**src/hw/rtl/pca_pkg.sv**
```systemverilog
// Package of the priority channel arbiter: sizes, codes and the queue item type.
// Depends on nothing; used by pca_front, pca_back and the top level of the arbiter.
package pca_pkg;
  localparam int unsigned QueueDepth = 64;
  localparam int unsigned SlotW = $clog2(QueueDepth);
  localparam int unsigned CntW = $clog2(QueueDepth + 1);
  localparam int unsigned EntryW = 48;

  localparam logic OpRequest = 1'b0;
  localparam logic OpRelease = 1'b1;
  localparam logic StatusGrant = 1'b0;
  localparam logic StatusReject = 1'b1;

  typedef struct packed {
    logic        op;
    logic [7:0]  flow_id;
    logic [7:0]  prio;
    logic [15:0] arrival;
    logic [15:0] duration;
  } item_t;

  typedef struct packed {
    logic [7:0]  prio;
    logic [15:0] arrival;
    logic [15:0] duration;
    logic [7:0]  flow_id;
  } entry_t;
endpackage

```
**src/hw/rtl/pca_ram.sv**
```systemverilog
// Generic single-port-write, single-port-read RAM with a registered read.
// Depends on nothing.
module pca_ram #(
  parameter int unsigned Width = 8,
  parameter int unsigned Depth = 4
) (
  input  logic                     clk_i,
  input  logic                     we_i,
  input  logic [$clog2(Depth)-1:0] waddr_i,
  input  logic [Width-1:0]         wdata_i,
  input  logic [$clog2(Depth)-1:0] raddr_i,
  output logic [Width-1:0]         rdata_o
);
  logic [Width-1:0] mem_q [Depth];

  always_ff @(posedge clk_i) begin
    if (we_i) begin
      mem_q[waddr_i] <= wdata_i;
    end
    rdata_o <= mem_q[raddr_i];
  end
endmodule

```
**src/hw/rtl/pca_front.sv**
```systemverilog
// Front part of the arbiter: a two-entry queue that takes items from the input channel.
// Depends on pca_pkg.
module pca_front (
  input  logic           clk_i,
  input  logic           rst_ni,
  input  logic           in_valid_i,
  output logic           in_stall_o,
  input  pca_pkg::item_t in_item_i,
  output logic           q_valid_o,
  input  logic           q_pop_i,
  output pca_pkg::item_t q_item_o
);
  pca_pkg::item_t buf_q [2];
  logic           rd_q, wr_q;
  logic [1:0]     cnt_q;
  logic           push;

  assign in_stall_o = (cnt_q == 2'd2);
  assign push = in_valid_i && !in_stall_o;
  assign q_valid_o = (cnt_q != 2'd0);
  assign q_item_o = buf_q[rd_q];

  always_ff @(posedge clk_i) begin
    if (push) begin
      buf_q[wr_q] <= in_item_i;
    end
  end

  always_ff @(posedge clk_i or negedge rst_ni) begin
    if (!rst_ni) begin
      rd_q <= 1'b0;
      wr_q <= 1'b0;
      cnt_q <= 2'd0;
    end else begin
      if (push) wr_q <= !wr_q;
      if (q_pop_i) rd_q <= !rd_q;
      cnt_q <= cnt_q + {1'b0, push} - {1'b0, q_pop_i};
    end
  end
endmodule

```
**src/hw/rtl/pca_back.sv**
```systemverilog
// Back part of the arbiter: the waiting store, a slot-by-slot scan and the output register.
// Depends on pca_pkg and pca_ram.
module pca_back (
  input  logic           clk_i,
  input  logic           rst_ni,
  input  logic           q_valid_i,
  output logic           q_pop_o,
  input  pca_pkg::item_t q_item_i,
  output logic           out_valid_o,
  input  logic           out_stall_i,
  output logic [7:0]     granted_id_o,
  output logic           status_o
);
  typedef enum logic [2:0] {
    StIdle, StScan, StScanLast, StPick, StOut
  } state_e;

  state_e                    state_q;
  logic [pca_pkg::QueueDepth-1:0] valid_q;
  logic                      busy_q;
  logic [pca_pkg::SlotW-1:0] idx_q, rd_idx_q, best_idx_q;
  logic                      rd_ok_q, best_ok_q;
  pca_pkg::entry_t           best_q;
  logic [pca_pkg::EntryW-1:0] rdata;
  pca_pkg::entry_t           rd_entry;
  logic                      we;
  logic [pca_pkg::SlotW-1:0] free_idx, raddr;
  logic                      free_ok;
  logic                      beats;

  assign rd_entry = pca_pkg::entry_t'(rdata);
  assign beats = {rd_entry.prio, rd_entry.arrival, rd_entry.duration, rd_entry.flow_id} <
                 {best_q.prio, best_q.arrival, best_q.duration, best_q.flow_id};

  always_comb begin
    free_ok = 1'b0;
    free_idx = '0;
    for (int k = pca_pkg::QueueDepth - 1; k >= 0; k--) begin
      if (!valid_q[k]) begin
        free_ok = 1'b1;
        free_idx = pca_pkg::SlotW'(k);
      end
    end
  end

  assign we = (state_q == StIdle) && q_valid_i && (q_item_i.op == pca_pkg::OpRequest) &&
              (busy_q || (valid_q != '0)) && free_ok;
  assign raddr = idx_q;
  assign q_pop_o = (state_q == StIdle) && q_valid_i;

  pca_ram #(.Width(pca_pkg::EntryW), .Depth(pca_pkg::QueueDepth)) u_store (
    .clk_i   (clk_i),
    .we_i    (we),
    .waddr_i (free_idx),
    .wdata_i ({q_item_i.prio, q_item_i.arrival, q_item_i.duration, q_item_i.flow_id}),
    .raddr_i (raddr),
    .rdata_o (rdata)
  );

  always_ff @(posedge clk_i or negedge rst_ni) begin
    if (!rst_ni) begin
      state_q <= StIdle;
      valid_q <= '0;
      busy_q <= 1'b0;
      out_valid_o <= 1'b0;
      idx_q <= '0;
      rd_idx_q <= '0;
      best_idx_q <= '0;
      rd_ok_q <= 1'b0;
      best_ok_q <= 1'b0;
      best_q <= '0;
      granted_id_o <= '0;
      status_o <= 1'b0;
    end else begin
      case (state_q)
        StIdle: begin
          if (q_valid_i) begin
            if (q_item_i.op == pca_pkg::OpRequest) begin
              if (!busy_q && (valid_q == '0)) begin
                busy_q <= 1'b1;
                granted_id_o <= q_item_i.flow_id;
                status_o <= pca_pkg::StatusGrant;
                out_valid_o <= 1'b1;
                state_q <= StOut;
              end else if (free_ok) begin
                valid_q[free_idx] <= 1'b1;
              end else begin
                granted_id_o <= q_item_i.flow_id;
                status_o <= pca_pkg::StatusReject;
                out_valid_o <= 1'b1;
                state_q <= StOut;
              end
            end else if (valid_q == '0) begin
              busy_q <= 1'b0;
            end else begin
              idx_q <= '0;
              rd_ok_q <= 1'b0;
              best_ok_q <= 1'b0;
              state_q <= StScan;
            end
          end
        end
        StScan, StScanLast: begin
          rd_ok_q <= valid_q[idx_q];
          rd_idx_q <= idx_q;
          if (rd_ok_q && (!best_ok_q || beats)) begin
            best_q <= rd_entry;
            best_idx_q <= rd_idx_q;
            best_ok_q <= 1'b1;
          end
          if (state_q == StScanLast) begin
            state_q <= StPick;
          end else if (idx_q == pca_pkg::SlotW'(pca_pkg::QueueDepth - 1)) begin
            state_q <= StScanLast;
          end else begin
            idx_q <= idx_q + 1'b1;
          end
        end
        StPick: begin
          if (rd_ok_q && (!best_ok_q || beats)) begin
            valid_q[rd_idx_q] <= 1'b0;
            granted_id_o <= rd_entry.flow_id;
          end else begin
            valid_q[best_idx_q] <= 1'b0;
            granted_id_o <= best_q.flow_id;
          end
          busy_q <= 1'b1;
          status_o <= pca_pkg::StatusGrant;
          out_valid_o <= 1'b1;
          state_q <= StOut;
        end
        StOut: begin
          if (!out_stall_i) begin
            out_valid_o <= 1'b0;
            state_q <= StIdle;
          end
        end
        default: state_q <= StIdle;
      endcase
    end
  end
endmodule

```
**src/hw/rtl/priority_channel_arbiter.sv**
```systemverilog
// Top level of the non-preemptive priority channel arbiter.
// Depends on pca_pkg, pca_front and pca_back.
//
// The input channel takes request items (op 0) and release items (op 1) with
// in_valid_i and in_stall_o; the output channel gives one item with
// out_valid_o/out_stall_i handshake for each grant or rejection.
// A two-entry queue in front lets new items arrive while the back part works.
// A request on an idle channel with no waiters, or one rejected on a full
// store, gives its result item through the front queue and the result
// register; a queued request gives none.
// A release with waiters scans all QueueDepth slots of the waiting store, one
// slot a cycle through the registered read port of the store memory, and
// then goes through StScanLast and StPick before its result is registered.
// The back part takes its next item in the cycle after a result is taken.
// The result register holds the item while out_stall_i is high; no further
// item is processed until it is taken.
// Reset clears the channel, the valid bits of the store and the front queue; the
// store memory itself needs no clearing.
module priority_channel_arbiter (
  input  logic        clk_i,
  input  logic        rst_ni,
  input  logic        in_valid_i,
  output logic        in_stall_o,
  input  logic        op_i,
  input  logic [7:0]  flow_id_i,
  input  logic [7:0]  prio_i,
  input  logic [15:0] arrival_i,
  input  logic [15:0] duration_i,
  output logic        out_valid_o,
  input  logic        out_stall_i,
  output logic [7:0]  granted_id_o,
  output logic        status_o
);
  pca_pkg::item_t in_item, q_item;
  logic           q_valid, q_pop;

  assign in_item = '{op: op_i, flow_id: flow_id_i, prio: prio_i,
                     arrival: arrival_i, duration: duration_i};

  pca_front u_front (
    .clk_i      (clk_i),
    .rst_ni     (rst_ni),
    .in_valid_i (in_valid_i),
    .in_stall_o (in_stall_o),
    .in_item_i  (in_item),
    .q_valid_o  (q_valid),
    .q_pop_i    (q_pop),
    .q_item_o   (q_item)
  );

  pca_back u_back (
    .clk_i        (clk_i),
    .rst_ni       (rst_ni),
    .q_valid_i    (q_valid),
    .q_pop_o      (q_pop),
    .q_item_i     (q_item),
    .out_valid_o  (out_valid_o),
    .out_stall_i  (out_stall_i),
    .granted_id_o (granted_id_o),
    .status_o     (status_o)
  );
endmodule

```
**config.mk**
```make
export PLATFORM = sky130hd
export DESIGN_NAME = priority_channel_arbiter
export DESIGN_NICKNAME = d
export VERILOG_FILES = /design/src/hw/rtl/pca_pkg.sv /design/src/hw/rtl/pca_ram.sv /design/src/hw/rtl/pca_front.sv /design/src/hw/rtl/pca_back.sv /design/src/hw/rtl/priority_channel_arbiter.sv
export SDC_FILE = /design/constraint.sdc
export NUM_CORES = 2
export LEC_CHECK = 0
export BUFFER_PORTS_ARGS = -buffer_cell sky130_fd_sc_hd__buf_2
export CAP_MARGIN = 5
export CORE_UTILIZATION = 45
export CTS_BUF_LIST = sky130_fd_sc_hd__clkbuf_4 sky130_fd_sc_hd__clkbuf_8 sky130_fd_sc_hd__clkbuf_16
export CTS_CLUSTER_DIAMETER = 80
export DETAILED_ROUTE_END_ITERATION = 16
export PLACE_DENSITY = 0.56
export SYNTH_ARGS = -nofsm -noshare
export SYNTH_HDL_FRONTEND = slang
export SYNTH_HIERARCHICAL = 1
export SYNTH_SLANG_ARGS = --single-unit
```
**constraint.sdc**
```tcl
create_clock -name clk_i -period 8.05 [get_ports clk_i]
set_input_delay 0.4025 -clock clk_i [delete_from_list [all_inputs] [get_ports clk_i]]
set_output_delay 0.4025 -clock clk_i [all_outputs]
set_load 0.005 [all_outputs]
```
==> results_dict.tcl <==
set metrics [dict create \
    status "completed" \
    die_h_um 541 \
    endpoint_kind "flip-flop" \
    synth_nets 6225 \
    p_per_area_nw_per_um2 363 \
    cap_violations 0 \
    dieWidth_um 541 \
    finalNetCount 6541 \
    place_area_um2 136000 \
    period_minus_slack_ns 5.97 \
    route.vias.total 66200 \
    worst_pin_slew_ns 1.41 \
    path_max_fanout 21 \
    clkLatencyLatePin_ns 0.97 \
    drc 0 \
    drt_first_pass_iters 6 \
    netlist_instances 6122 \
    drive_gt1_share_pct 27.3 \
    max_slew_margin_pct 5.75 \
    fin_area_um2 148000 \
    fin_ws_ns 2.08 \
    coreArea_um2 288000 \
    ir_worst_vdd_mv 0.344 \
    portBuffers 63 \
    fp.dieArea_um2 293000 \
    clockBufferDepth 4 \
    start_kind "flip-flop" \
    rsz0062_at_grt "false" \
    ant_nets 0 \
    clock-sinks 3368 \
    max_freq_ghz 0.167 \
    grt.total_usage_pct 25.5 \
    htreeDepth 5 \
    top_layer "met5" \
    syn_area_per_cell_um2 21.3 \
    ctsResizeCount 0 \
    wl_per_cell_um 35.6 \
    globalRouteOverflowTotal 0 \
    grt_max_degree 114 \
    initial_utilization_pct 45.3 \
    num-fill-cells 22600 \
    wirelength_mm 375 \
    hold_viol 0 \
    met3WireLength_mm 26.9 \
    synth_cell_types 90 \
    arrival_ns 6.58 \
    fin_crit_sh_pct 74.2 \
    core.rowCount 197 \
    yosys_warnings 6 \
    first_global_vias 65400 \
    crit_type "reg2reg" \
    drt_iter0_drc 7808 \
    finClkSkew_ns 0.0786 \
    seq_area_frac_synth_pct 76.5 \
    fin_setup_tns_ns 0 \
    place.gp.congestion 0.898 \
    cts_root_buffer "clkbuf_16" \
    viasPerCell 6.29 \
    pin_count 64 \
    power.leakage_nw 47.1 \
    dp.final_hpwl_mm 227 \
    synth_area_um2 131000 \
    cts_made_buffers 353 \
    area_delta_synth_final_pct 13.5 \
    grt_pass1_wl_mm 522 \
    synthArstFlopShare_pct 4.45 \
    cts_tree "yes" \
    drv_slew 0 \
    pre_cts_ws_ns 2.15 \
    setup_viol 0 \
    fin_total_pwr_mw 53.8 \
    synth_enable_flop_cells 3170 \
    synth_flop_cell "edfxtp_1" \
    antenna_found_initial 16 \
    cts_setup_buffers 0 \
    hold_path.class "in2async" \
    ff2ff_path_depth 10 \
    yosys_register_bits 3368 \
    ctsHoldBuffers 52 \
    wl_met2_mm 181 \
    clkTransAtPathRegs_ns 0.06 \
    required_ns 8.66 \
    wl_met1_mm 156 \
]
[layout make-up]
| type | count | area (µm²) | area share [%] |
|---|---|---|---|
| diodes | 13 | 32.5 | 0.0219 |
| repair buffers | 302 | 2560 | 1.72 |
| well taps | 3781 | 4730 | 3.19 |
| clock buffers | 428 | 9490 | 6.40 |
| clock inverters | 218 | 2150 | 1.45 |
| multi-input cells | 2325 | 29100 | 19.6 |
| inverters | 88 | 333 | 0.224 |
| flip-flops and latches | 3368 | 99900 | 67.4 |
[cell usage in the layout, fill, tap and decap left out, drive strengths merged, types with 10 or more instances in the layout]
master and instances:
bufinv 29, a22o 58, o221ai 90, nand2b 25, buf 250, edfxtp 3170
o21ai 100, dfxtp 48, dfrtp 150, clkinv 166, nand3 40, nor2 167
clkbuf 428, diode 13, a311oi 11, dlygate4sd3 52, nand4 41, ha 50
mux2 121, a211oi 38, o22ai 124, a22oi 73, nor4 24, or2 10
mux4 775, inv 102, a31oi 10, a21oi 107, nand2 125, nor2b 35
a221oi 95, mux2i 71, nor3 22
[metrics by stage]
step           instances  util, %  hold slack, ns
2_1_floorplan       6122        -           0.107
3_3_place_gp        9810     47.2           0.466
3_5_place_dp        9812     47.2           0.471
4_1_cts            10500     51.4           0.113
5_1_grt            10500     51.4           0.163
6_report           10500     51.4           0.154
[cell families (layout without fill, tap and decap cells)]
family | after synthesis | after routing | synth area share (%)
adder cells (fa/ha/maj) | 50 | 50 | 0.479
AND/OR/NAND/NOR | 546 | 546 | 2.14
flip-flops | 3368 | 3368 | 76.5
other | 0 | 13 | 0
XOR/XNOR | 8 | 8 | 0.0536
buffers and inverters | 429 | 1036 | 1.70
AO/OA/AOI/OAI | 754 | 754 | 4.09
multiplexers | 967 | 967 | 15.1
[critical path, stage by stage (launching register included)]
cell	delay [ns]
dfrtp_1	0.44
nor2b_1	0.19
o221ai_1	0.17
a221oi_1	0.43
o21ai_0	0.20
a221oi_1	0.49
o21ai_0	0.30
nor2_1	0.90
nand3_1	0.91
nor2_4	1.13
buf_4	0.39
[report_power, final]
part,internal (mW),total [mW],switching [mW]
clock network,9.39,16.3,6.87
registers,22.0,22.6,0.580
logic,5.17,14.9,9.74
[Yosys cell counts, drive strengths merged, types with 8 or more instances]
library cell,number,area [µm²]
o21ai,100,500
nor3,22,110
a31oi,10,62.6
a31o,8,70.1
nand2,125,482
mux2,121,1550
and2,9,57.6
a21oi,107,536
clkbuf,121,464
dfxtp,48,961
o22ai,124,776
o221ai,90,788
edfxtp,3170,95200
a211oi,38,285
nand2b,25,164
nand3,40,200
ha,50,626
nand4,41,257
inv,88,333
a311oi,11,96.3
dfrtp,150,3750
a221oi,95,832
mux2i,71,711
or3,8,50.1
mux4,775,17500
nand4b,8,100
a22oi,73,548
a22o,58,508
buf,220,1420
nand3b,8,60.1
nor2,167,632
o31ai,8,60.1
nor4,24,205
or2,10,65.1
nor2b,35,219
[state kept, by name, indices dropped and copies added, names as in the netlist, 6 cells and up]
signal,cells
u_back/u_store/rdata_o,48
u_back/best_idx_q,6
u_back/idx_q,6
u_back/rd_idx_q,6
u_back/u_store/mem_q,3072
u_back/valid_q,64
u_back/granted_id_o,8
u_back/best_q,48
u_front/buf_q,98
[per-layer routing]
layer  up-vias  global-route usage (%)
met5         -                       0
met4         2                    7.63
met3       526                    3.91
met2      2796                    40.8
met1     36300                    36.4
li1      26600                       -
[final timing paths]
kind                                                  from                           to  slack [ns]
worst max-delay path                    u_back/valid_q[62]  u_back/u_store/mem_q[1][38]        2.08
worst min-delay path                                rst_ni           u_back/valid_q[16]        0.15
worst max register to register          u_back/valid_q[62]  u_back/u_store/mem_q[1][38]        2.08
worst min register to register  u_back/u_store/rdata_o[14]            u_back/best_q[14]        0.48
max in group asynchronous                           rst_ni            u_back/best_q[21]        6.40
min in group clk_i                           duration_i[9]          u_front/buf_q[0][9]        0.17
Power figures use the tool's default switching activity.
